File: src/hw/rtl/assert_macros.svh
// Assertion macros for the RTL of the quaternion converter top.
`ifndef ASSERT_MACROS_SVH
`define ASSERT_MACROS_SVH
`ifndef SYNTHESIS
// Check a condition at every clock edge outside reset.
`define RMQ_ASSERT_ALWAYS(lbl, cond) \
  lbl: assert property (@(posedge clk) disable iff (rst) (cond)) \
    else $error("rmq: assertion failed");
// Check that a condition in one cycle brings a consequence in the next.
`define RMQ_ASSERT_NEXT(lbl, ante, cons) \
  lbl: assert property (@(posedge clk) disable iff (rst) (ante) |=> (cons)) \
    else $error("rmq: assertion failed");
`else
`define RMQ_ASSERT_ALWAYS(lbl, cond)
`define RMQ_ASSERT_NEXT(lbl, ante, cons)
`endif
`endif

File: src/hw/rtl/rmq_sqrt.sv
// Pipelined integer square root, one root bit per stage.
`timescale 1ns / 1ps
module rmq_sqrt #(
  parameter int RW = 64,
  parameter int SW = 32
) (
  input  logic          clk,
  input  logic          en,
  input  logic [RW-1:0] rad,
  output logic [SW-1:0] root
);

  localparam int RP  = 2 * SW;
  localparam int RMW = SW + 3;

  logic [RMW-1:0] rem_q  [1:SW-1];
  logic [RP-1:0]  rad_q  [1:SW-1];
  logic [SW-1:0]  root_q [1:SW];

  for (genvar g = 0; g < SW; g++) begin : g_stage
    logic [RMW-1:0] rem_i, acc, trial, diff;
    logic [RP-1:0]  rad_i;
    logic [SW-1:0]  root_i;
    logic           ge;

    if (g == 0) begin : g_first
      assign rem_i  = '0;
      assign rad_i  = RP'(rad);
      assign root_i = '0;
    end else begin : g_mid
      assign rem_i  = rem_q[g];
      assign rad_i  = rad_q[g];
      assign root_i = root_q[g];
    end

    // Bring down two radicand bits and try the next root bit
    assign acc   = {rem_i[RMW-3:0], rad_i[RP-1 -: 2]};
    assign trial = {1'b0, root_i, 2'b01};
    assign ge    = acc >= trial;
    assign diff  = acc - trial;

    always_ff @(posedge clk) begin
      if (en) begin
        root_q[g+1] <= {root_i[SW-2:0], ge};
      end
    end

    if (g < SW - 1) begin : g_carry
      always_ff @(posedge clk) begin
        if (en) begin
          rem_q[g+1] <= ge ? diff : acc;
          rad_q[g+1] <= {rad_i[RP-3:0], 2'b00};
        end
      end
    end
  end

  assign root = root_q[SW];

endmodule

File: config.mk
export PLATFORM = sky130hd
export DESIGN_NAME = rmq_sqrt
export DESIGN_NICKNAME = d
export VERILOG_FILES = /design/src/hw/rtl/assert_macros.svh /design/src/hw/rtl/rmq_sqrt.sv
export SDC_FILE = /design/constraint.sdc
export NUM_CORES = 2
export LEC_CHECK = 0
export BUFFER_PORTS_ARGS = -buffer_cell sky130_fd_sc_hd__buf_2
export CAP_MARGIN = 30
export CORE_ASPECT_RATIO = 0.5
export CORE_MARGIN = 8
export CORE_UTILIZATION = 50
export DETAILED_ROUTE_END_ITERATION = 10
export GPL_ROUTABILITY_DRIVEN = 0
export PLACE_DENSITY = 0.65
export SLEW_MARGIN = 0
export SYNTH_ARGS = -nofsm -noshare
export SYNTH_HDL_FRONTEND = slang
export SYNTH_SLANG_ARGS = --single-unit
File: constraint.sdc
create_clock -name clk -period 4.63 [get_ports clk]
set_input_delay 0.6945 -clock clk [delete_from_list [all_inputs] [get_ports clk]]
set_output_delay 0.6945 -clock clk [all_outputs]
set_load 0.005 [all_outputs]
; ---- After elaboration in Yosys (flattened, before gate mapping)
; Memories as Yosys holds them, arrays and structs flattened.
; Index checks and enable logic that the tools add are counted.
[totals]
ff_bits = 0
ram_bits = 4031
in_bits = 66
output_inout_bits = 32
word_cells = 99
memories = 3
[mem_list]
columns = name, depth, word_bits, read_ports, rd_ports_with_merged_regs, wr, line_no
row1 = rad_q, 31, 62, 31, 0, 31, rmq_sqrt.sv:17  ; logic [RP-1:0] rad_q [1:SW-1];
row2 = rem_q, 31, 35, 31, 0, 31, rmq_sqrt.sv:16  ; logic [RMW-1:0] rem_q [1:SW-1];
row3 = root_q, 32, 32, 32, 0, 32, rmq_sqrt.sv:18  ; logic [SW-1:0] root_q [1:SW];
[op_classes]
addsub = 31
magnitude_cmp = 32
mux = 33
[op_table]
columns = operator, count
row1 = >= comparator 35 x 34 -> 1 bit, 31
row2 = 2-to-1 mux 35 bit, 31
row3 = subtractor 35 x 34 -> 35 bit, 30
row4 = "subtractor 2 x 1 -> 3 bit, second input constant", 1
row5 = ">= comparator 2 x 1 -> 1 bit, second input constant", 1
row6 = 2-to-1 mux 1 bit, 2

; ---- Depth between registers and ports, before layout
; An unclocked memory read counts as a cell.
[logic_depth]
depth_word = 3
ltp_mapped = 14
mapped_depth_nobuf = 13

; ---- Worst setup path after synthesis
; Ideal clock, no wire load.
[synth_timing]
path_kind = reg2reg
start = memory rem_q[14][13] in the netlist's numbering
end = memory rem_q[15][17] in the netlist's numbering, data pin
setup_time_ns = 0.266
arrival_time_ns = 3.177
t_required_ns = 4.364
setup_slack_ns = 1.187
stages_incl_launch_ff = 12
path_buffers = 1
synth_period_minus_slack_ns = 3.443
path_cell_list = edfxtp_1 ha_1 or4_1 or2_1 or3_1 or3_1 nor3_1 o2111ai_2 o211ai_1 buf_2 nor3_1 xor2_1
[synth_rtl]
columns = item, line_no
row1 = start: declaration, rmq_sqrt.sv:16

==> results.yml <==
logic_synthesis:
  yosys_warnings: 0
  async_flop_share_pct: 0
  yosys.area.top_type: "edfxtp_1"
  syn-num-nets: 9686
  synth-edff-count: 2494
  ys_types: 95
  avgSynthCellArea_um2: 12.9
  synth_top_area_share_pct: 64.2
  synth_seq_cells: 2494
  synth_ff_type: "edfxtp_1"
  seq_area_frac_synth_pct: 64.2
  synthTopCellsByArea: "edfxtp_1, ha_1, xor2_1, xnor2_1, a21oi_1"
  syn_inst: 9059
  netlist_area_um2: 117000
clock_network:
  cts_buffers: 226
  ctsLongestPathBuffers: 4
  cts_setup_buffers: 0
  clk_latency_ps: 870
  cts_tree: "yes"
  cts-root-buf: "clkbuf_16"
  clk_pin_slew_ps: 60
  cts.sinks: 2494
  cts_resized: 0
  cts-htree-levels: 4
hold_path:
  min_path_type: "input pin to flip-flop"
placement:
  io_buffers: 97
  dp_hpwl_um: 164000
worst_setup_path:
  crit_family: "compound AO/OA/AOI/OAI gates"
  r2r_setup_slack_ps: 640
  crit_top_cell: "a21oi_1"
  max_stage_delay_ps: 650
  crit_slowest_cell: "a2111oi_0"
  path_class: "flip-flop to flip-flop"
  endpoint_kind: "flip-flop"
  cp-start-kind: "flip-flop"
  crit_fanout: 6
  critical_path_arrival_ps: 4580
  crit_buf_inv: 0
  worstPathCellList: "ha_1 -> a2111oi_0 -> a21oi_1 -> nor4_1 -> o311ai_0 -> o311ai_1 -> a21oi_1 -> nor3b_1 -> mux2_2"
  cp.required_ps: 5220
drt:
  vias_per_cell: 5.48
  ant_nets: 0
  dr.first_iter.drc_count: 5587
  wire_per_inst_um: 17.9
  drc_errors: 0
  routed_wirelength_um: 227000
  via_count: 69400
  dr.pass1.iters: 6
sta:
  slew_viol_final: 0
  setup_violations: 0
  fin_hold_ws_ps: 130
  post-route-min-period_ps: 3990
  rsz0062_at_grt: "false"
  hold_viol_final: 0
  finalCritPeriodShare_pct: 86.2
  worst_pin_slew_ps: 1030
  max_freq_ghz: 0.251
  max_slew_margin_pct: 30.1
  setup_tns_ps: 0
  skew_ps: 59.9
die:
  die_y_um: 358
  dieArea_um2: 250000
  row_count: 125
  start_util_pct: 50.3
  ios: 98
  placeableCoreArea_um2: 232000
  die_w_um: 699
power:
  ir_worst_vdd_mv: 0.359
  powerDensity_nw_per_um2: 482
  p_leak_nw: 49.4
run_status:
  status: "finished, final reports clean"
layout:
  syn2layout_area_growth_pct: 11.1
  nNetsFinal: 10000
  final_common_cell: "edfxtp_1"
  n_antenna_cell: 0
  drive_above_1_share_pct: 7.81
  fillers: 18800
  multi_input_area_um2: 38500
  seqCellArea_um2: 74900
  final_cell_mix: "edfxtp_1, inv_1, a21oi_1"
run:
  max_cap_viol_count: 0
grt:
  grt_max_degree: 115
  track_usage_pct: 17.6
  grt_pass1_vias: 67400
  antenna_found_initial: 1
  overflow: 0
  grt_pass1_wl_um: 359000
[flip-flops by register name (all words and copies together), names as in the netlist]
register / cells
rem_q: 974
root_q: 528
rad_q: 992
[logic make-up after synthesis]
logic type                 share of synthesized area (%)
adders and majority gates                           6.01
muxes                                               1.07
AOI/OAI and AO/OA                                   9.67
DFF                                                 64.2
and+or+nand+nor                                     10.2
buffers and inverters                               2.92
xor gates and xnor gates                            5.94
other                                            0.00321
[worst paths after layout]
check / start / to / cells after the start
worst max register to register: rem_q[25][2]$_DFFE_PP_ / rem_q[26][32]$_DFFE_PP_ / 9
worst max-delay path: rem_q[25][2]$_DFFE_PP_ / rem_q[26][32]$_DFFE_PP_ / 9
worst min register to register: rad_q[5][18]$_DFFE_PP_ / rad_q[6][20]$_DFFE_PP_ / 0
worst min-delay path: rad[63] / root_q[0][32]$_DFFE_PP_ / 2
[Yosys cell counts (all sizes together), types with 16 or more instances]
cell / instances
edfxtp: 2494
inv: 707
a21oi: 614
nor2: 593
ha: 561
nand2: 556
o21ai: 432
xor2: 404
xnor2: 388
nor3: 224
a21o: 219
clkbuf: 161
nand3: 158
nor4: 120
nand2b: 116
mux2: 106
nand4: 105
o21a: 98
or3: 93
nor2b: 83
or4: 71
o31ai: 67
and3: 59
a31oi: 57
a211oi: 52
o21bai: 51
or2: 48
o211ai: 38
and2: 36
nor3b: 32
buf: 28
nand3b: 25
a21boi: 23
nand4b: 19
o2111ai: 16
[stage by stage]
| step | util (%) | total power, W | area [um^2] | cells | setup slack [ps] |
|---|---|---|---|---|---|
| 4_1_cts | 55.9 | 0.0631 | 130000 | 12700 | 645 |
| 6_report | 55.9 | 0.0626 | 130000 | 12700 | 639 |
| 3_5_place_dp | 52.4 | 0.0440 | 122000 | 12200 | 651 |
| 2_1_floorplan | - | 0.0400 | 117000 | 9059 | 1190 |
| 3_3_place_gp | 52.4 | 0.0438 | 122000 | 12200 | 677 |
| 5_1_grt | 55.9 | 0.0658 | 130000 | 12700 | 207 |
[layout make-up]
class	count	share of cell area, %
tap	3111	3.00
clock buffer	267	4.49
clock inverter	141	1.19
multi-input combinational	5668	29.7
sequential	2494	57.7
timing repair buffer	278	1.82
inverter	708	2.05
[power by group]
| group | internal [W] | switching, W | leakage [nW] |
|---|---|---|---|
| combinational | 0.00568 | 0.00765 | 21.8 |
| clock | 0.0106 | 0.00821 | 3.55 |
| sequential | 0.0285 | 0.00185 | 24.0 |
| total | 0.0449 | 0.0177 | 49.4 |
[timing repair]
item | CTS | global route
endpoints found under the hold margin | 62 | 0
hold buffers | 62 | 0
setup endpoints to repair | 0 | 0
[metal layers]
metal	wire length [um]	GRT usage, %	vias to the layer above
met5	0	0	-
met4	7900	6.12	0
met3	9300	2.57	424
met2	112000	31.3	1431
met1	97100	22.1	33300
li1	-	-	34200
Note: power is estimated with default switching activity, not from simulation.
