## config.mk

```make
export PLATFORM = sky130hd
export DESIGN_NAME = rmq_div
export DESIGN_NICKNAME = d
export VERILOG_FILES = /design/src/hw/rtl/assert_macros.svh /design/src/hw/rtl/rmq_pkg.sv /design/src/hw/rtl/rmq_div.sv
export SDC_FILE = /design/constraint.sdc
export NUM_CORES = 2
export LEC_CHECK = 0
export ABC_CLOCK_PERIOD_IN_PS = 8150
export BUFFER_PORTS_ARGS = -buffer_cell sky130_fd_sc_hd__buf_2
export CAP_MARGIN = 20
export CORE_MARGIN = 4
export CORE_UTILIZATION = 57
export CTS_BUF_LIST = sky130_fd_sc_hd__clkbuf_2 sky130_fd_sc_hd__clkbuf_4 sky130_fd_sc_hd__clkbuf_8
export CTS_CLUSTER_DIAMETER = 80
export DETAILED_ROUTE_END_ITERATION = 7
export PLACE_DENSITY_LB_ADDON = 0.15
export SYNTH_ARGS = -nofsm -noshare
export SYNTH_HDL_FRONTEND = slang
export SYNTH_SLANG_ARGS = --single-unit
export TNS_END_PERCENT = 100
```

## constraint.sdc

```tcl
create_clock -name clk -period 8.15 [get_ports clk]
set_input_delay 1.63 -clock clk [delete_from_list [all_inputs] [get_ports clk]]
set_output_delay 1.63 -clock clk [all_outputs]
set_load 0.03 [all_outputs]
```

## src/hw/rtl/assert_macros.svh

```systemverilog
// Assertion macros for the RTL of the quaternion converter top.
`ifndef ASSERT_MACROS_SVH
`define ASSERT_MACROS_SVH
`ifndef SYNTHESIS
// Check a condition at every clock edge outside reset.
`define RMQ_ASSERT_ALWAYS(lbl, cond) \
  lbl: assert property (@(posedge clk) disable iff (rst) (cond)) \
    else $error("rmq: assertion failed");
// Check that a condition in one cycle brings a consequence in the next.
`define RMQ_ASSERT_NEXT(lbl, ante, cons) \
  lbl: assert property (@(posedge clk) disable iff (rst) (ante) |=> (cons)) \
    else $error("rmq: assertion failed");
`else
`define RMQ_ASSERT_ALWAYS(lbl, cond)
`define RMQ_ASSERT_NEXT(lbl, ante, cons)
`endif
`endif

```

## src/hw/rtl/rmq_pkg.sv

```systemverilog
// Types and constants shared by the quaternion converter modules.
`timescale 1ns / 1ps
package rmq_pkg;

  localparam int DIFF_W = 33;

  typedef struct packed {
    logic signed [31:0] m00;
    logic signed [31:0] m01;
    logic signed [31:0] m02;
    logic signed [31:0] m10;
    logic signed [31:0] m11;
    logic signed [31:0] m12;
    logic signed [31:0] m20;
    logic signed [31:0] m21;
    logic signed [31:0] m22;
  } rmq_in_t;

  typedef struct packed {
    logic signed [31:0] q_w;
    logic signed [31:0] q_x;
    logic signed [31:0] q_y;
    logic signed [31:0] q_z;
    logic               invalid;
  } rmq_out_t;

  // Which component takes the half root
  localparam logic [1:0] ROLE_W = 2'd0;
  localparam logic [1:0] ROLE_X = 2'd1;
  localparam logic [1:0] ROLE_Y = 2'd2;
  localparam logic [1:0] ROLE_Z = 2'd3;

  typedef struct packed {
    logic [1:0] role;
    logic       bad;
  } rmq_ctl_t;

endpackage

```

## src/hw/rtl/rmq_div.sv

```systemverilog
// Pipelined restoring divider: fraction of |d| over the doubled root.
`timescale 1ns / 1ps
module rmq_div
  import rmq_pkg::*;
#(
  parameter int FRAC_BITS = 30,
  parameter int DW        = 33
) (
  input  logic                 clk,
  input  logic                 en,
  input  logic [DIFF_W-1:0]    mag,
  input  logic [DW-1:0]        den,
  output logic [FRAC_BITS-1:0] quo,
  output logic                 sat
);

  localparam int CW = DW + DIFF_W;

  logic [DW-1:0]        rem_q [1:FRAC_BITS-1];
  logic [DW-1:0]        den_q [1:FRAC_BITS-1];
  logic [FRAC_BITS-1:0] quo_q [1:FRAC_BITS];
  logic                 sat_q [1:FRAC_BITS];

  for (genvar g = 0; g < FRAC_BITS; g++) begin : g_stage
    logic [DW-1:0]        rem_i, den_i;
    logic [FRAC_BITS-1:0] quo_i;
    logic                 sat_i, ge;
    logic [DW:0]          r2, diff;

    if (g == 0) begin : g_first
      // A quotient of one or more saturates
      assign sat_i = CW'(mag) >= CW'(den);
      assign rem_i = sat_i ? '0 : DW'(mag);
      assign den_i = den;
      assign quo_i = '0;
    end else begin : g_mid
      assign sat_i = sat_q[g];
      assign rem_i = rem_q[g];
      assign den_i = den_q[g];
      assign quo_i = quo_q[g];
    end

    // Shift the remainder and try one subtraction
    assign r2   = {rem_i, 1'b0};
    assign ge   = r2 >= {1'b0, den_i};
    assign diff = r2 - {1'b0, den_i};

    always_ff @(posedge clk) begin
      if (en) begin
        quo_q[g+1] <= {quo_i[FRAC_BITS-2:0], ge};
        sat_q[g+1] <= sat_i;
      end
    end

    if (g < FRAC_BITS - 1) begin : g_carry
      always_ff @(posedge clk) begin
        if (en) begin
          rem_q[g+1] <= ge ? diff[DW-1:0] : r2[DW-1:0];
          den_q[g+1] <= den_i;
        end
      end
    end
  end

  assign quo = quo_q[FRAC_BITS];
  assign sat = sat_q[FRAC_BITS];

endmodule

```

# Word-level counts from Yosys, hierarchy flattened
# Memory sizes are Yosys's and may differ from the RTL's.
# Index checks and enable logic that the tools add are counted.
# totals
latch_bits,0
ram_bits,2844
inputBits,68
out_inout_bits,31
regBits,0
mem_count,4
mem_bits_ro,0
# mem_list
memory,words,word_bits,rd,rd_ports_with_merged_regs,wr,line,source
den_q,29,33,29,0,29,rmq_div.sv:20,logic [DW-1:0] den_q [1:FRAC_BITS-1];
rem_q,29,33,29,0,29,rmq_div.sv:19,logic [DW-1:0] rem_q [1:FRAC_BITS-1];
quo_q,30,30,30,0,30,rmq_div.sv:21,logic [FRAC_BITS-1:0] quo_q [1:FRAC_BITS];
sat_q,30,1,30,0,30,rmq_div.sv:22,logic sat_q [1:FRAC_BITS];
# op_classes
n_div,0
reduce_logical,0
bitwise,0
n_mux,32
n_eq_ne,0
addsub,29
n_shift,0
magnitude_cmp,31
n_mul,0
# ops
cell,n
$ge 34x33->1,30
$mux 33,30
$sub 33x33->33,29
$ge 33x33->1,1
$mux 1,2

# Depth between registers and ports, before layout
# depth
word_depth,4
ltp_mapped,26

# Least setup slack after synthesis
# No wires, ideal clock.
# synth_timing
kind,input -> register
startpoint,input den[4]
endpoint,register rem_q[0][58] (netlist name)
setup_slack_ns,0.882
t_required_ns,7.890
n_path_buf,2
arrival_time_ns,7.008
path_stages,25
cell_sequence,inv_1 > ha_1 > a21o_1 > a2111oi_0 > o21ai_0 > a31oi_1 > o21ai_0 > nand4_1 > a211o_1 > a21oi_1 > o311ai_1 > buf_1 > and2_1 > ha_1 > nor2b_1 > o31a_1 > o221ai_1 > a21o_1 > nand3_1 > a311o_1 > a31oi_1 > a311oi_1 > a221oi_4 > buf_2 > mux2_2
# synth_lines
element,line,source
from (decl),rmq_div.sv:12,"input logic [DW-1:0] den,"

==> flow_results.org <==
** Status
- The flow ran to the end, and the final reports show no timing, DRC or antenna violations.

** Synthesis
- Leading post-synthesis cells by cell area :: edfxtp_1 (54%), ha_1 (9.6%), inv_1 (3.6%), o21ai_0 (3.4%), a21oi_1 (3.4%)
- Dominant synthesized flop cell :: edfxtp_1
- Number of unique standard cell types used by synthesis :: 89
- Of the synthesized area, sequential elements account for 0.543.
- Mean post-synth cell area :: 11.3 sq um
- After synthesis, the share of flip-flops with an asynchronous set or reset is 0.
- Summing every instance area after synthesis gives 133,000 sq um.
- The most common cell in the synthesized netlist is edfxtp_1.
- Synth Register Bits :: 2,409
- Of the post-synthesis cell area, the dominant cell type holds 0.543.
- Of all cell types, the one taking the most synthesized area is edfxtp_1.
- Yosys mapped a number of flops with a built-in enable equal to 2,409.
- The Yosys step of the flow raised 0 warnings.
- Commonest cells in the netlist :: edfxtp_1 (2,409), inv_1 (1,285), ha_1 (1,022), nand2_1 (932), o21ai_0 (913)
- When the netlist entered floorplanning its net count stood at 12,927.
- Post-Syn Instances :: 11,808

** CTS
- TritonCTS clock tree :: built
- The number of setup buffers added after CTS is 0.
- Buffer type at the clock tree root :: clkbuf_8
- Insertion delay to the later sink of the worst-skew pair :: 1.09 ns
- The number of gates resized after CTS was 0.
- After clock tree synthesis, the clock-pin slew on the worst setup and hold paths is 0.06 ns.
- In this run the number of H-tree levels came out at 5.
- Clock buffer depth :: 4
- Quantity of hold-fixing buffers added after cts :: 0
- Clock buffer count from CTS :: 418
- The clock net in this run drives a total of 2,409 sinks.

** Layout
- Area used by multi-input combinational logic :: 55,300 sq um
- Post-route non-filler standard cell count :: 15,573
- # fillers :: 18,285
- Number of nets in the finished design :: 13,320
- Utilization of the core after routing :: 0.628
- Of the cells placed in the final design, the portion with a size suffix greater than 1 is 0.0891.
- Summing all flip-flop and latch instances after layout gives 72,300 sq um.
- Area overhead of the layout relative to synthesis :: 9.66%

** Worst setup path
- The worst setup path is captured at a register.
- The worst setup path is launched from an input pin.
- Launch instance of the worst register-to-register path :: rem_q[3][67]
- Critical path's largest stage delay :: 0.50 ns
- Data on the critical path arrives at its endpoint at 7.57 ns.
- The most critical setup path has its startpoint at den[5].
- The most numerous cell type found on the critical path is buf_4.
- By startpoint and endpoint, the worst setup path is classified as in -> reg.
- Critical Path Fanout Max :: 12
- At the worst endpoint, the required time is 8.93 ns.
- For this design, the slowest cell found on the critical path is a311o_1.

** Floorplanning
- Num rows :: 177
- Height of the die :: 491 um
- Starting utilization of the core area :: 0.573
- 99 I/O pins were placed.
- The die is 491 um wide.
- The die covers 241,000 sq um.
- Floorplan core area :: 233,000 sq um

** Hold path
- Worst hold path startpoint :: quo_q[2][1]
- In this run the worst hold path is classified as reg -> reg.

** Power and ir drop
- In this run the power spent charging and discharging nets is 0.0238 W.
- Of the total power, registers draw 0.347.
- Internal Dissipation :: 0.0363 W
- Power spread over the standard cell area amounts to 412 nW/um^2.
- Highest ir drop seen on vdd :: 0.000240 V
- Switching portion of total power :: 0.396
- Proportion of power drawn by the clock network :: 0.186
- In this run the static leakage power is 60.9 nW.
- Fraction of power consumed by combinational cells :: 0.467

** Drt
- For this run, the detailed router's first-pass iteration total came to 6.
- In the routed design, unresolved DRC markers number 0.
- The count of nets left with antenna violations once routing finished came out at 0.
- After detailed routing, the number of vias per cell comes to 5.93.
- DRC marker count from the first detailed-route iteration :: 8,943
- Total number of vias :: 92,280
- After detailed routing, the average wire length per cell comes to 21.0 um.
- Wirelength, routed :: 326 mm

** Timing
- Setup TNS :: 0 ns
- Measured slew at the worst slew-check pin :: 1.08 ns
- Setup violations remaining at the end of the flow were counted as 0.
- Worst clock skew :: 0.0757 ns
- Worst slew margin relative to its limit :: 0.278
- Portion of the clock cycle consumed by the worst path in the final layout :: 0.833
- Number of pins with negative max-slew slack in the final report :: 0
- For the finished layout, the period the worst path requires is 6.79 ns.
- Static timing analysis puts the maximum clock frequency at 0.147 GHz.
- Count of endpoints failing hold in the final timing report :: 0
- Smallest hold slack :: 0.380 ns
- Setup slack on the critical path of the routed design comes to 1.36 ns.
- RSZ-0062 raised after global routing :: no

** Flow run
- Max-capacitance violation count :: 0

** Placed design
- Global placer's final weighted congestion :: 0.941
- Buffers placed on the I/O ports in this run total 98.
- Placement-stage worst setup slack :: 0.267 ns
- DP HPWL :: 245 mm
- Counting tap cells, the placed design contains a total of 14,823 instances.

** Global route
- Largest net degree at the start of global routing :: 158
- The initial antenna violation count came to 17.
- Vias in the first global route :: 88,704
- The first global-routing pass estimated 503 mm of wire.
- Grt ovf :: 0
- GRT Overall Usage :: 0.263
==> logic make-up (layout without fill, tap and decap cells) <==
family | after synthesis | after routing | synth area share
compound gates | 3272 | 3272 | 0.153
simple gates | 2591 | 2591 | 0.0916
flops | 2409 | 2409 | 0.543
buf+inv | 1508 | 2221 | 0.0429
fa+ha+maj | 1051 | 1051 | 0.100
xor+xnor | 773 | 773 | 0.0508
mux | 204 | 204 | 0.0179
other cells | 0 | 9 | 0
==> metal layers <==
| metal | up-vias | share of wire | global-route usage |
|---|---|---|---|
| li1 | 43973 | - | - |
| met1 | 44564 | 0.46 | 0.387 |
| met2 | 3138 | 0.45 | 0.411 |
| met3 | 599 | 0.069 | 0.0390 |
| met4 | 6 | 0.027 | 0.0725 |
| met5 | - | 0.00011 | 0 |
==> path summary, 6_finish.rpt <==
path / end / slack [ns] / cells after the start
setup / recovery: rem_q[0][50] / 1.36 / 25
hold / removal: quo_q[2][32] / 0.38 / 0
setup reg to reg: rem_q[3][127] / 3.02 / 13
hold reg to reg: quo_q[2][32] / 0.38 / 0
==> metrics by stage <==
step,instance area (sq um),power (W)
after floorplan,133000,0.0408
after global placement,138000,0.0479
after detailed placement,138000,0.0486
after CTS,146000,0.0602
after global routing,146000,0.0643
final,146000,0.0602
==> power by group through the flow <==
| stage | registers [W] | clock network (W) | logic, W |
|---|---|---|---|
| 2_1_floorplan | 0.0199 | 0 | 0.0209 |
| 3_3_place_gp | 0.0210 | 0 | 0.0269 |
| 3_5_place_dp | 0.0210 | 0 | 0.0275 |
| 4_1_cts | 0.0209 | 0.0115 | 0.0278 |
| 5_1_grt | 0.0211 | 0.0121 | 0.0311 |
| 6_report | 0.0209 | 0.0112 | 0.0281 |
==> cell type report <==
type	count	share of cell area
repair buffers	194	0.00966
flip-flops and latches	2409	0.495
well taps	3043	0.0261
diodes	9	0.000154
clock inverters	241	0.0133
clock buffers	499	0.0436
multi-input cells	7891	0.379
inverters	1287	0.0331
==> worst max-delay path, delay by kind of cell <==
| family | cells | cell delay [ns] |
|---|---|---|
| mux | 1 | 0.36 |
| compound gates | 13 | 3.47 |
| buf+inv | 5 | 0.83 |
| simple gates | 4 | 0.73 |
| fa+ha+maj | 2 | 0.53 |
==> sequential cells by signal, summed over array words and instances, names as in the netlist <==
register / flops
rem_q: 957
sat_q: 30
den_q: 957
quo_q: 465
==> cells in the final DEF, fill, tap and decap left out, types with 44 or more instances in the layout <==
cell type,count
a211oi_1,91
a21o_1,496
a21oi_1,901
a31oi_1,75
and2_1,74
and3_1,88
buf_2,98
buf_4,80
clkbuf_4,80
clkbuf_8,419
clkinv_1,112
clkinv_2,78
edfxtp_1,2409
ha_1,1022
inv_1,1285
mux2_2,165
nand2_1,932
nand2b_1,162
nand3_1,143
nand4_1,111
nor2_1,603
nor2b_1,131
nor3_1,138
nor4_1,44
o211ai_1,49
o21a_1,144
o21ai_0,913
o21bai_1,105
o31ai_1,91
xnor2_1,432
xor2_1,341
No activity file was read; power rests on OpenSTA's default activity.
