--- src/hw/rtl/assert_macros.svh ---
// Assertion macros for the RTL of the quaternion converter top.
`ifndef ASSERT_MACROS_SVH
`define ASSERT_MACROS_SVH
`ifndef SYNTHESIS
// Check a condition at every clock edge outside reset.
`define RMQ_ASSERT_ALWAYS(lbl, cond) \
  lbl: assert property (@(posedge clk) disable iff (rst) (cond)) \
    else $error("rmq: assertion failed");
// Check that a condition in one cycle brings a consequence in the next.
`define RMQ_ASSERT_NEXT(lbl, ante, cons) \
  lbl: assert property (@(posedge clk) disable iff (rst) (ante) |=> (cons)) \
    else $error("rmq: assertion failed");
`else
`define RMQ_ASSERT_ALWAYS(lbl, cond)
`define RMQ_ASSERT_NEXT(lbl, ante, cons)
`endif
`endif

--- src/hw/rtl/rmq_pkg.sv ---
// Types and constants shared by the quaternion converter modules.
`timescale 1ns / 1ps
package rmq_pkg;

  localparam int DIFF_W = 33;

  typedef struct packed {
    logic signed [31:0] m00;
    logic signed [31:0] m01;
    logic signed [31:0] m02;
    logic signed [31:0] m10;
    logic signed [31:0] m11;
    logic signed [31:0] m12;
    logic signed [31:0] m20;
    logic signed [31:0] m21;
    logic signed [31:0] m22;
  } rmq_in_t;

  typedef struct packed {
    logic signed [31:0] q_w;
    logic signed [31:0] q_x;
    logic signed [31:0] q_y;
    logic signed [31:0] q_z;
    logic               invalid;
  } rmq_out_t;

  // Which component takes the half root
  localparam logic [1:0] ROLE_W = 2'd0;
  localparam logic [1:0] ROLE_X = 2'd1;
  localparam logic [1:0] ROLE_Y = 2'd2;
  localparam logic [1:0] ROLE_Z = 2'd3;

  typedef struct packed {
    logic [1:0] role;
    logic       bad;
  } rmq_ctl_t;

endpackage

--- src/hw/rtl/rmq_prep.sv ---
// Front stage: trace, pivot choice, root argument and off-diagonal terms.
`timescale 1ns / 1ps
module rmq_prep
  import rmq_pkg::*;
#(
  parameter int FRAC_BITS = 30,
  parameter int AW        = 35,
  parameter int RW        = 64
) (
  input  logic                     clk,
  input  logic                     rst,
  input  logic                     en,
  input  logic                     in_valid,
  input  rmq_in_t                  in_data,
  output logic                     valid,
  output logic [RW-1:0]            rad,
  output rmq_ctl_t                 ctl,
  output logic signed [DIFF_W-1:0] da,
  output logic signed [DIFF_W-1:0] db,
  output logic signed [DIFF_W-1:0] dc
);

  localparam logic [AW-1:0] ONE_A =
    {{(AW-1-FRAC_BITS){1'b0}}, 1'b1, {FRAC_BITS{1'b0}}};

  logic signed [AW-1:0] e00, e11, e22, trace, arg;
  logic signed [DIFF_W-1:0] da_next, db_next, dc_next;
  logic [1:0] role_next;
  logic piv1, piv2;

  // Pick the branch and form the root argument and the three numerators
  always_comb begin
    e00   = AW'(in_data.m00);
    e11   = AW'(in_data.m11);
    e22   = AW'(in_data.m22);
    trace = e00 + e11 + e22;
    piv1  = in_data.m11 > in_data.m00;
    piv2  = piv1 ? (in_data.m22 > in_data.m11) : (in_data.m22 > in_data.m00);
    if (!trace[AW-1]) begin
      role_next = ROLE_W;
      arg       = trace + ONE_A;
      da_next   = DIFF_W'(in_data.m21) - DIFF_W'(in_data.m12);
      db_next   = DIFF_W'(in_data.m02) - DIFF_W'(in_data.m20);
      dc_next   = DIFF_W'(in_data.m10) - DIFF_W'(in_data.m01);
    end else if (piv2) begin
      role_next = ROLE_Z;
      arg       = e22 - e00 - e11 + ONE_A;
      da_next   = DIFF_W'(in_data.m10) - DIFF_W'(in_data.m01);
      db_next   = DIFF_W'(in_data.m02) + DIFF_W'(in_data.m20);
      dc_next   = DIFF_W'(in_data.m12) + DIFF_W'(in_data.m21);
    end else if (piv1) begin
      role_next = ROLE_Y;
      arg       = e11 - e22 - e00 + ONE_A;
      da_next   = DIFF_W'(in_data.m02) - DIFF_W'(in_data.m20);
      db_next   = DIFF_W'(in_data.m21) + DIFF_W'(in_data.m12);
      dc_next   = DIFF_W'(in_data.m01) + DIFF_W'(in_data.m10);
    end else begin
      role_next = ROLE_X;
      arg       = e00 - e11 - e22 + ONE_A;
      da_next   = DIFF_W'(in_data.m21) - DIFF_W'(in_data.m12);
      db_next   = DIFF_W'(in_data.m10) + DIFF_W'(in_data.m01);
      dc_next   = DIFF_W'(in_data.m20) + DIFF_W'(in_data.m02);
    end
  end

  // Hold the request valid bit
  always_ff @(posedge clk) begin
    if (rst) begin
      valid <= 1'b0;
    end else if (en) begin
      valid <= in_valid;
    end
  end

  // Advance the payload
  always_ff @(posedge clk) begin
    if (en) begin
      rad      <= {arg[AW-2:0], {FRAC_BITS{1'b0}}};
      ctl.role <= role_next;
      ctl.bad  <= arg[AW-1] | (arg == '0);
      da       <= da_next;
      db       <= db_next;
      dc       <= dc_next;
    end
  end

endmodule

--- config.mk ---
export PLATFORM = sky130hd
export DESIGN_NAME = rmq_prep
export DESIGN_NICKNAME = d
export VERILOG_FILES = /design/src/hw/rtl/assert_macros.svh /design/src/hw/rtl/rmq_pkg.sv /design/src/hw/rtl/rmq_prep.sv
export SDC_FILE = /design/constraint.sdc
export NUM_CORES = 1
export LEC_CHECK = 0
export BUFFER_PORTS_ARGS = -buffer_cell sky130_fd_sc_hd__buf_2
export CAP_MARGIN = 40
export CORE_ASPECT_RATIO = 1.25
export CORE_MARGIN = 2
export CORE_UTILIZATION = 61
export DETAILED_ROUTE_END_ITERATION = 7
export PLACE_DENSITY_LB_ADDON = 0.08
export SYNTH_ARGS = -nofsm -noshare
export SYNTH_HDL_FRONTEND = slang
export SYNTH_SLANG_ARGS = --single-unit
--- constraint.sdc ---
create_clock -name clk -period 6.51 [get_ports clk]
set_clock_uncertainty 0.2 [all_clocks]
set_input_delay 1.302 -clock clk [delete_from_list [all_inputs] [get_ports clk]]
set_output_delay 1.302 -clock clk [all_outputs]
set_load 0.05 [all_outputs]
-- After elaboration in Yosys (flattened, before gate mapping)
Cells that the tools add are included.
- flip-flop bits (word level): 137
- bits in latches: 0
- memory bits (writable): 0
- bits in read-only memories: 0
- output and inout bits: 167
- logic and storage cells: 45
- memories: 0
- add/sub/neg operators: 18
- multipliers: 0
- divide/modulo/power cells: 0
- $lt $le $gt $ge: 3
- equal/unequal tests: 0
- shift operators: 0
- muxes and demuxes: 15
- bitwise gates (word level): 1
- reductions and logical operators: 1
- operators with widths (kind ; count):
    $mux 33 ; 9
    $sub 32x32->33 ; 6
    $add 34x32->35 const B ; 4
    $add 32x32->33 ; 4
    $mux 35 ; 3
    $sub 33x32->34 ; 3
    $gt 32x32->1 ; 3
    $logic_not 35->1 ; 1
    $add 33x32->34 ; 1
    $mux 2 ; 2
    $mux 1 ; 1
    $or 1x1->1 ; 1

-- Depth between registers and ports, before layout
Gate-level depths: netlist (run 1).
- depth in word-level cells: 8
- gate-level depth with buffers: 21
- mapped depth without buffers: 21

-- Least setup slack after synthesis (run 1)
OpenSTA, ideal clock, no wires.
- path type: input port to flip-flop
- start point: input in_data[2] (netlist bit)
- end point: register ctl[0] (netlist bit), data pin
- library setup time: 0.129 ns
- arrival time: 5.671 ns
- data required time: 6.181 ns
- path slack: 0.510 ns
- cell stages on the path: 20
- cell sequence: inv_1 -> fa_1 -> inv_1 -> ha_1 -> ha_1 -> fa_1 -> a211oi_1 -> nor2_1 -> o41a_1 -> o211ai_1 -> o21ai_1 -> a21o_1 -> a21oi_1 -> xor2_1 -> a21oi_1 -> mux2i_1 -> o2111ai_1 -> or4b_1 -> nor4_1 -> a21bo_1
- longest elaborated chain between the ends: 8
- elaborated cells between the ends (all ways): 18
- those cells by class: add/sub (10); order compare (2); mux (4); bitwise (1); reduce/logical (1)
- RTL lines (item ; RTL line ; RTL):
    from (decl) ; rmq_prep.sv:14 ; input rmq_in_t in_data,
    $sub 32x32->33 ; rmq_prep.sv:53 ; arg = e11 - e22 - e00 + ONE_A;
    $sub 33x32->34 ; rmq_prep.sv:53 ;
    $add 34x32->35 ; rmq_prep.sv:53 ;
    $mux 35 ; rmq_prep.sv:51 ; end else if (piv1) begin
    $mux 35 ; rmq_prep.sv:45 ; end else if (piv2) begin
    $mux 35 * ; rmq_prep.sv:39 ; if (!trace[AW-1]) begin
    $logic_not 35->1 ; rmq_prep.sv:80 ; ctl.bad <= arg[AW-1] | (arg == '0);
    $or 1x1->1 * ; rmq_prep.sv:80 ;
    to (decl) ; rmq_prep.sv:17 ; output rmq_ctl_t ctl,
Every way passes the cells marked *; elsewhere a longest branch is shown, timed or not.
A chain may end at the register's enable or synchronous reset.

-- Final worst setup path (run 1)
- start point: input in_data[1] (netlist bit)
- end point: register ctl[0] (netlist bit), data pin
- longest elaborated chain between the ends: 8
- elaborated cells between the ends (all ways): 18
- those cells by class: add/sub (10); order compare (2); mux (4); bitwise (1); reduce/logical (1)
- RTL lines (item ; RTL line ; RTL):
    $sub 32x32->33 ; rmq_prep.sv:53 ;
    $sub 33x32->34 ; rmq_prep.sv:53 ;
    $add 34x32->35 ; rmq_prep.sv:53 ;
    $mux 35 ; rmq_prep.sv:51 ;
    $mux 35 ; rmq_prep.sv:45 ;
    $mux 35 * ; rmq_prep.sv:39 ;
    via arg[15] ; rmq_prep.sv:26 ; logic signed [AW-1:0] e00, e11, e22, trace, arg;
    $logic_not 35->1 * ; rmq_prep.sv:80 ;
    $or 1x1->1 * ; rmq_prep.sv:80 ;
The timed path passes the listed nets; every way through them passes the cells marked *.

==> run summary, run 1 <==
Status - completed
Starting Density - 0.619
Tot Pwr - 9.80 mW
Core area - 50500 sq um
Post-synthesis simple-gate area fraction - 0.141
Critical path class - in2reg
GRT overflow - 0
Post-synthesis compound-gate area fraction - 0.223
CP arrival - 6.31 ns
Reg-to-reg setup timing slack - 5.71 ns
H-tree levels - 4
Comb pwr share - 0.735
Detailed Routing Iterations Pass 1 - 8
Post-Synth XOR/XNOR Area - 0.0745
Crit path launch - in_data[1]
Via count - 30918
Number of synthesized flops with an enable pin - 136
Sw Pwr - 5.31 mW
Post-route ant nets - 0
Gpl congestion - 1.03
Max-Cap Viols - 0
Placed instance count - 5130
Top achievable clock speed - 163 MHz
Placed inst area - 36000 sq um
CTS Buf Count - 17
Reg power frac - 0.158
Startpoint Class - primary input
Area of the multi-input gates - 24800 sq um
Number of port buffers - 428
Clk network pwr share - 0.107
First-pass GRT wire length - 164 mm
Die Y-Extent - 257 um
Post-synthesis adder-cell area fraction - 0.330
Syn Inst Count - 3873
GRT Total Usage - 0.401
Syn. warnings - 0
Final Setup Violations - 0
Synthesized flop and latch total - 137
Main combinational cell family by area after synthesis - adder cells
Synth async-reset ratio - 0
Design Area, Final - 36600 sq um
Clk sink count - 137
CTS tree - built
Post-CTS Setup Repair Bufs - 0
Worst-path clk slew - 0.08 ns
Sw Share - 0.542
Min Tclk post-route - 6.14 ns
Peak VDD IR - 0.000322 V
Non-Filler Instances - 5171
Die W - 206 um
Largest net degree at the start of global routing - 94
Cell variety after synth - 94
Routed WL - 108 mm
Seq/Total Area, Yosys - 0.131
Die area - 53100 sq um
RSZ-0062 raised after global routing - false
Worst slew pin tran - 0.940 ns
Pins Over Slew Limit - 0
Crit Path Max Fanout - 7
Final Cycle Share - 0.943
Worst slew margin - 0.373
Top_reg_cell synth - edfxtp_1
Worst-case clock buffer depth - 2
Leak pwr - 18.3 nW
Post-cts resize count - 0
Worst hold-check path type - reg2reg
Register area - 4100 sq um
Clk_lat worst skew - 0.48 ns
Cell Area, Synth - 31300 sq um
Vias in the first global route - 30409
Top-Level Pins - 459
Area growth from synthesis to layout - 17.1%
Worst hold start - valid$_SDFFE_PP0P_
Reg-to-Reg Start - valid$_SDFFE_PP0P_
Initial antenna violation count - 14
Hold-fix buffers, CTS - 0
Layout fillers - 4306
Clock Tree Root - clkbuf_16
Syn_area_per_cell - 8.07 sq um
Residual DRC - 0
Via/cell ratio - 5.98
Ratio of cells with drive above 1 in the final layout - 0.181
Num rows - 92
Multiplexer area fraction after synthesis - 0.0189
Critical path data required time - 6.68 ns
Layout Nets - 5524
Detailed Place HPWL - 89.9 mm
Internal power - 4.48 mW
CP endpoint kind - flop
Final hold vios - 0
Initial DRC count - 2514
P per Cell Area - 268 nW/um^2
Routed length per instance - 20.9 um
state kept, by name, summed over array words and instances, names as in the netlist:
register and flops:
rad 34, da 33, db 33, dc 33
ctl 3, valid 1
stage by stage:
| stage | setup WS [ns] | hold WS [ns] | setup TNS, ns | util |
|---|---|---|---|---|
| floorplan | 0.510 | 0.533 | 0 | - |
| CTS | 0.427 | 0.306 | 0 | 0.724 |
| global route | 0.0372 | 0.329 | 0 | 0.724 |
| finish | 0.371 | 0.305 | 0 | 0.724 |
| global placement | -0.319 | 0.272 | -0.319 | 0.712 |
| detailed placement | -0.0546 | 0.289 | -0.0546 | 0.712 |
power groups by stage:
| stage | logic (mW) | clock network (mW) | registers, mW |
|---|---|---|---|
| 2_1_floorplan | 3.67 | 0 | 2.52 |
| 3_3_place_gp | 6.96 | 0 | 1.56 |
| 3_5_place_dp | 7.00 | 0 | 1.56 |
| 4_1_cts | 7.05 | 1.04 | 1.55 |
| 5_1_grt | 7.70 | 1.07 | 1.57 |
| 6_report | 7.20 | 1.04 | 1.55 |
cell type report:
| cell class | count | share of cell area |
|---|---|---|
| multi-input cells | 3121 | 0.677 |
| repair buffers | 732 | 0.123 |
| flip-flops and latches | 137 | 0.112 |
| inverters | 482 | 0.0494 |
| well taps | 658 | 0.0225 |
| clock buffers | 17 | 0.0116 |
| clock inverters | 15 | 0.00424 |
| diodes | 9 | 0.000615 |
cell families after synthesis:
logic type / Yosys count
compound gates: 1087
xor+xnor: 266
fa+ha+maj: 741
buf+inv: 644
flops: 137
mux: 56
other cells: 1
simple gates: 941
critical path: stages:
cell and delay [ns]:
buf_2 0.12, fa_1 0.54, ha_1 0.16, inv_1 0.06
fa_1 0.46, nor2b_1 0.25, o2111ai_1 0.18, and3_1 0.23
o31ai_1 0.39, buf_4 0.20, a31oi_1 0.12, a21o_4 0.26
buf_4 0.18, a31oi_1 0.17, o21ai_1 0.15, nor3_1 0.27
nand4_1 0.12, buf_4 0.17, or4b_1 0.58, nor4_1 0.25
a21bo_1 0.15
Yosys cell counts (68+ instances only):
cell | count | area [sq um]
nand2_1 | 218 | 818
ha_1 | 603 | 7540
o21ai_0 | 174 | 871
edfxtp_1 | 136 | 4080
clkbuf_1 | 103 | 387
nor2_1 | 354 | 1330
inv_1 | 480 | 1800
a21o_1 | 68 | 510
fa_1 | 138 | 2760
xnor2_1 | 193 | 1690
xor2_1 | 73 | 639
a21oi_1 | 354 | 1770
worst paths after layout:
check / endpoint / depth (start not counted)
worst min-delay path: valid$_SDFFE_PP0P_ / 2
worst max-delay path: ctl[0]$_DFFE_PP_ / 21
worst max register to register: valid$_SDFFE_PP0P_ / 2
worst min register to register: valid$_SDFFE_PP0P_ / 2
layout by cell type (no fill, tap or decap), types with 18 or more instances in the layout:
cell      count
inv_1       480
o31ai_1      23
buf_2       427
nand2b_1     42
a211oi_1     47
mux2i_1      43
nand4_1      21
a21oi_1     353
o22ai_1      39
o21ai_0     174
edfxtp_1    136
and3_1       18
nand3_1      60
and2_1       20
a31oi_1      50
xor2_1       73
nor4_1       25
nand2_1     217
nor2b_1      59
or3_1        18
a21o_1       67
nor2_1      352
o21a_1       30
o211ai_1     24
conb_1       30
ha_1        603
nor3_1       54
o21bai_1     60
fa_1        138
buf_4       299
xnor2_1     193
a22oi_1      35
layer usage:
layer / routed length, um / vias to the layer above / track usage
li1: - / 14616 / -
met1: 39600 / 14491 / 0.456
met2: 52000 / 1413 / 0.685
met3: 8520 / 388 / 0.0748
met4: 7700 / 10 / 0.252
met5: 70 / - / 0
No activity file was read; power rests on OpenSTA's default activity.
==> inputs of run 2 (changes only) <==
- GPL_TIMING_DRIVEN: default -> 0
==> run summary, run 2 (synthesis gave the netlist of run 1 again) <==
Hold-fix buffers, CTS - 0 (unchanged)
Initial antenna violation count - 7 (-7)
Core area - 50500 sq um (unchanged)
Cell chain of the critical path - buf_2, inv_1, ha_1, nor4_1, nand3_2, nor2_4, o41ai_1, buf_2, nand4_1, mux2i_4, buf_6, nand2_1, o22ai_1, nor2_1, o31ai_1, nand4_1, or4b_4, nor4_4, a21bo_1
Number of port buffers - 428 (unchanged)
Final WS setup - 0.0171 ns (-0.354 ns)
Routed WL - 116 mm (+7.9%)
Clock Tree Root - clkbuf_16
Worst hold-check path type - reg2reg
WHS - 0.295 ns (-0.00990 ns)
Initial DRC count - 2995 (+19%)
Die W - 206 um (unchanged)
Final Setup Violations - 0 (unchanged)
CTS tree - built
Most frequent cells in the layout - ha_1, inv_1, buf_2
Top-Level Pins - 459 (unchanged)
Worst-path clk slew - 0.07 ns (about the same)
Residual DRC - 0 (unchanged)
Ratio of cells with drive above 1 in the final layout - 0.152 (-0.0289)
Min Tclk post-route - 6.49 ns (+0.354 ns)
Post-route ant nets - 0 (unchanged)
Area growth from synthesis to layout - 14.4%
Max reg flops - 34 (unchanged)
First-pass GRT wire length - 171 mm (+4.3%)
Place WS - -1.83 ns (-1.77 ns)
Most flop-heavy register - rad
Largest net degree at the start of global routing - 88 (-6.4%)
H-tree levels - 4 (unchanged)
P per Cell Area - 273 nW/um^2 (+1.9%)
Layout Nets - 5427 (-1.8%)
Non-Filler Instances - 5069 (-2.0%)
CP delay by family, top - simple AND/OR/NAND/NOR gates
Startpoint Class - primary input
Die Y-Extent - 257 um (unchanged)
Setup TNS - 0 ns (unchanged)
Via count - 31175 (+0.83%)
Final Util - 0.708 (-0.0166)
Tot Pwr - 9.76 mW (-0.40%)
Detailed Place HPWL - 95.3 mm (+6.1%)
Status - completed
CP endpoint kind - flop
Max-Cap Viols - 0 (unchanged)
Die area - 53100 sq um (unchanged)
Design Area, Final - 35800 sq um (-2.3%)
Gpl congestion - 1.02 (-1.7%)
Placed instance count - 5013 (-2.3%)
Clk sink count - 137 (unchanged)
Crit Path Max Fanout - 6 (-1)
Pins Over Slew Limit - 0 (unchanged)
Most common cell after layout, fill and taps aside - ha_1
Via/cell ratio - 6.15 (+2.9%)
Num rows - 92 (unchanged)
Vias in the first global route - 30087 (-1.1%)
CTS Buf Count - 17 (unchanged)
Final Cycle Share - 0.997 (+0.0544)
Placed inst area - 34600 sq um (-3.9%)
Worst slew margin - 0.321 (-0.0524)
Routed length per instance - 23.0 um (+10%)
Critical path class - in2reg
Final hold vios - 0 (unchanged)
Leak pwr - 17.6 nW (-4.0%)
Peak VDD IR - 0.000314 V (-2.4%)
Reg-to-reg setup timing slack - 5.73 ns (+0.02 ns)
Starting Density - 0.619 (unchanged)
CP max stage delay - 0.67 ns (+0.09 ns)
GRT overflow - 0 (unchanged)
Worst path buffer plus inverter count - 4 (-1)
GRT Total Usage - 0.428 (+0.0271)
Worst-case clock buffer depth - 2 (unchanged)
Detailed Routing Iterations Pass 1 - 6 (-2)
Slowest-stage cell, CP - or4b_4
Critical path data required time - 6.65 ns (-0.03 ns)
Clk_lat worst skew - 0.47 ns (about the same)
Top achievable clock speed - 154 MHz (-5.5%)
CP arrival - 6.63 ns (+0.32 ns)
Worst slew pin tran - 1.02 ns (+0.0786 ns)
run 2: worst register-to-register path: stages (launching register included):
cell and delay, ns:
dfxtp_1 0.31, mux2i_1 0.12, nor2_1 0.05
run 2: layout make-up:
| type | instances | area [sq um] |
|---|---|---|
| tap | 658 | 823 |
| multi-input combinational | 3121 | 25100 |
| clock buffer | 18 | 429 |
| sequential | 137 | 4100 |
| timing repair buffer | 473 | 2570 |
| inverter | 482 | 1810 |
| fill | 4378 | 14800 |
| antenna | 4 | 10.0 |
| clock inverter | 14 | 121 |
| buffer | 162 | 815 |
run 2: final timing paths:
kind,from,to,cells past startpoint
setup / recovery,in_data[27],ctl[0]$_DFFE_PP_,19
setup reg to reg,valid$_SDFFE_PP0P_,valid$_SDFFE_PP0P_,2
hold / removal,valid$_SDFFE_PP0P_,valid$_SDFFE_PP0P_,2
hold reg to reg,valid$_SDFFE_PP0P_,valid$_SDFFE_PP0P_,2
run 2: report_power, final:
part,switching (mW),internal (mW),leakage (nW)
registers,0.139,1.41,1.34
clock network,0.482,0.526,0.267
logic,4.92,2.29,16.0
run 2: timing repair:
item                       4_1_cts  5_1_grt
setup endpoints to repair      109       79
buffers inserted                 7       12
resized for setup               64       56
pin swaps                        3       18
run 2: per-layer routing:
metal | global-route usage | vias to the layer above | wire length, um
met2 | 0.712 | 1718 | 54300
met3 | 0.0714 | 502 | 10400
met5 | 0 | - | 54
met1 | 0.493 | 14532 | 41900
met4 | 0.308 | 8 | 9800
li1 | - | 14415 | -
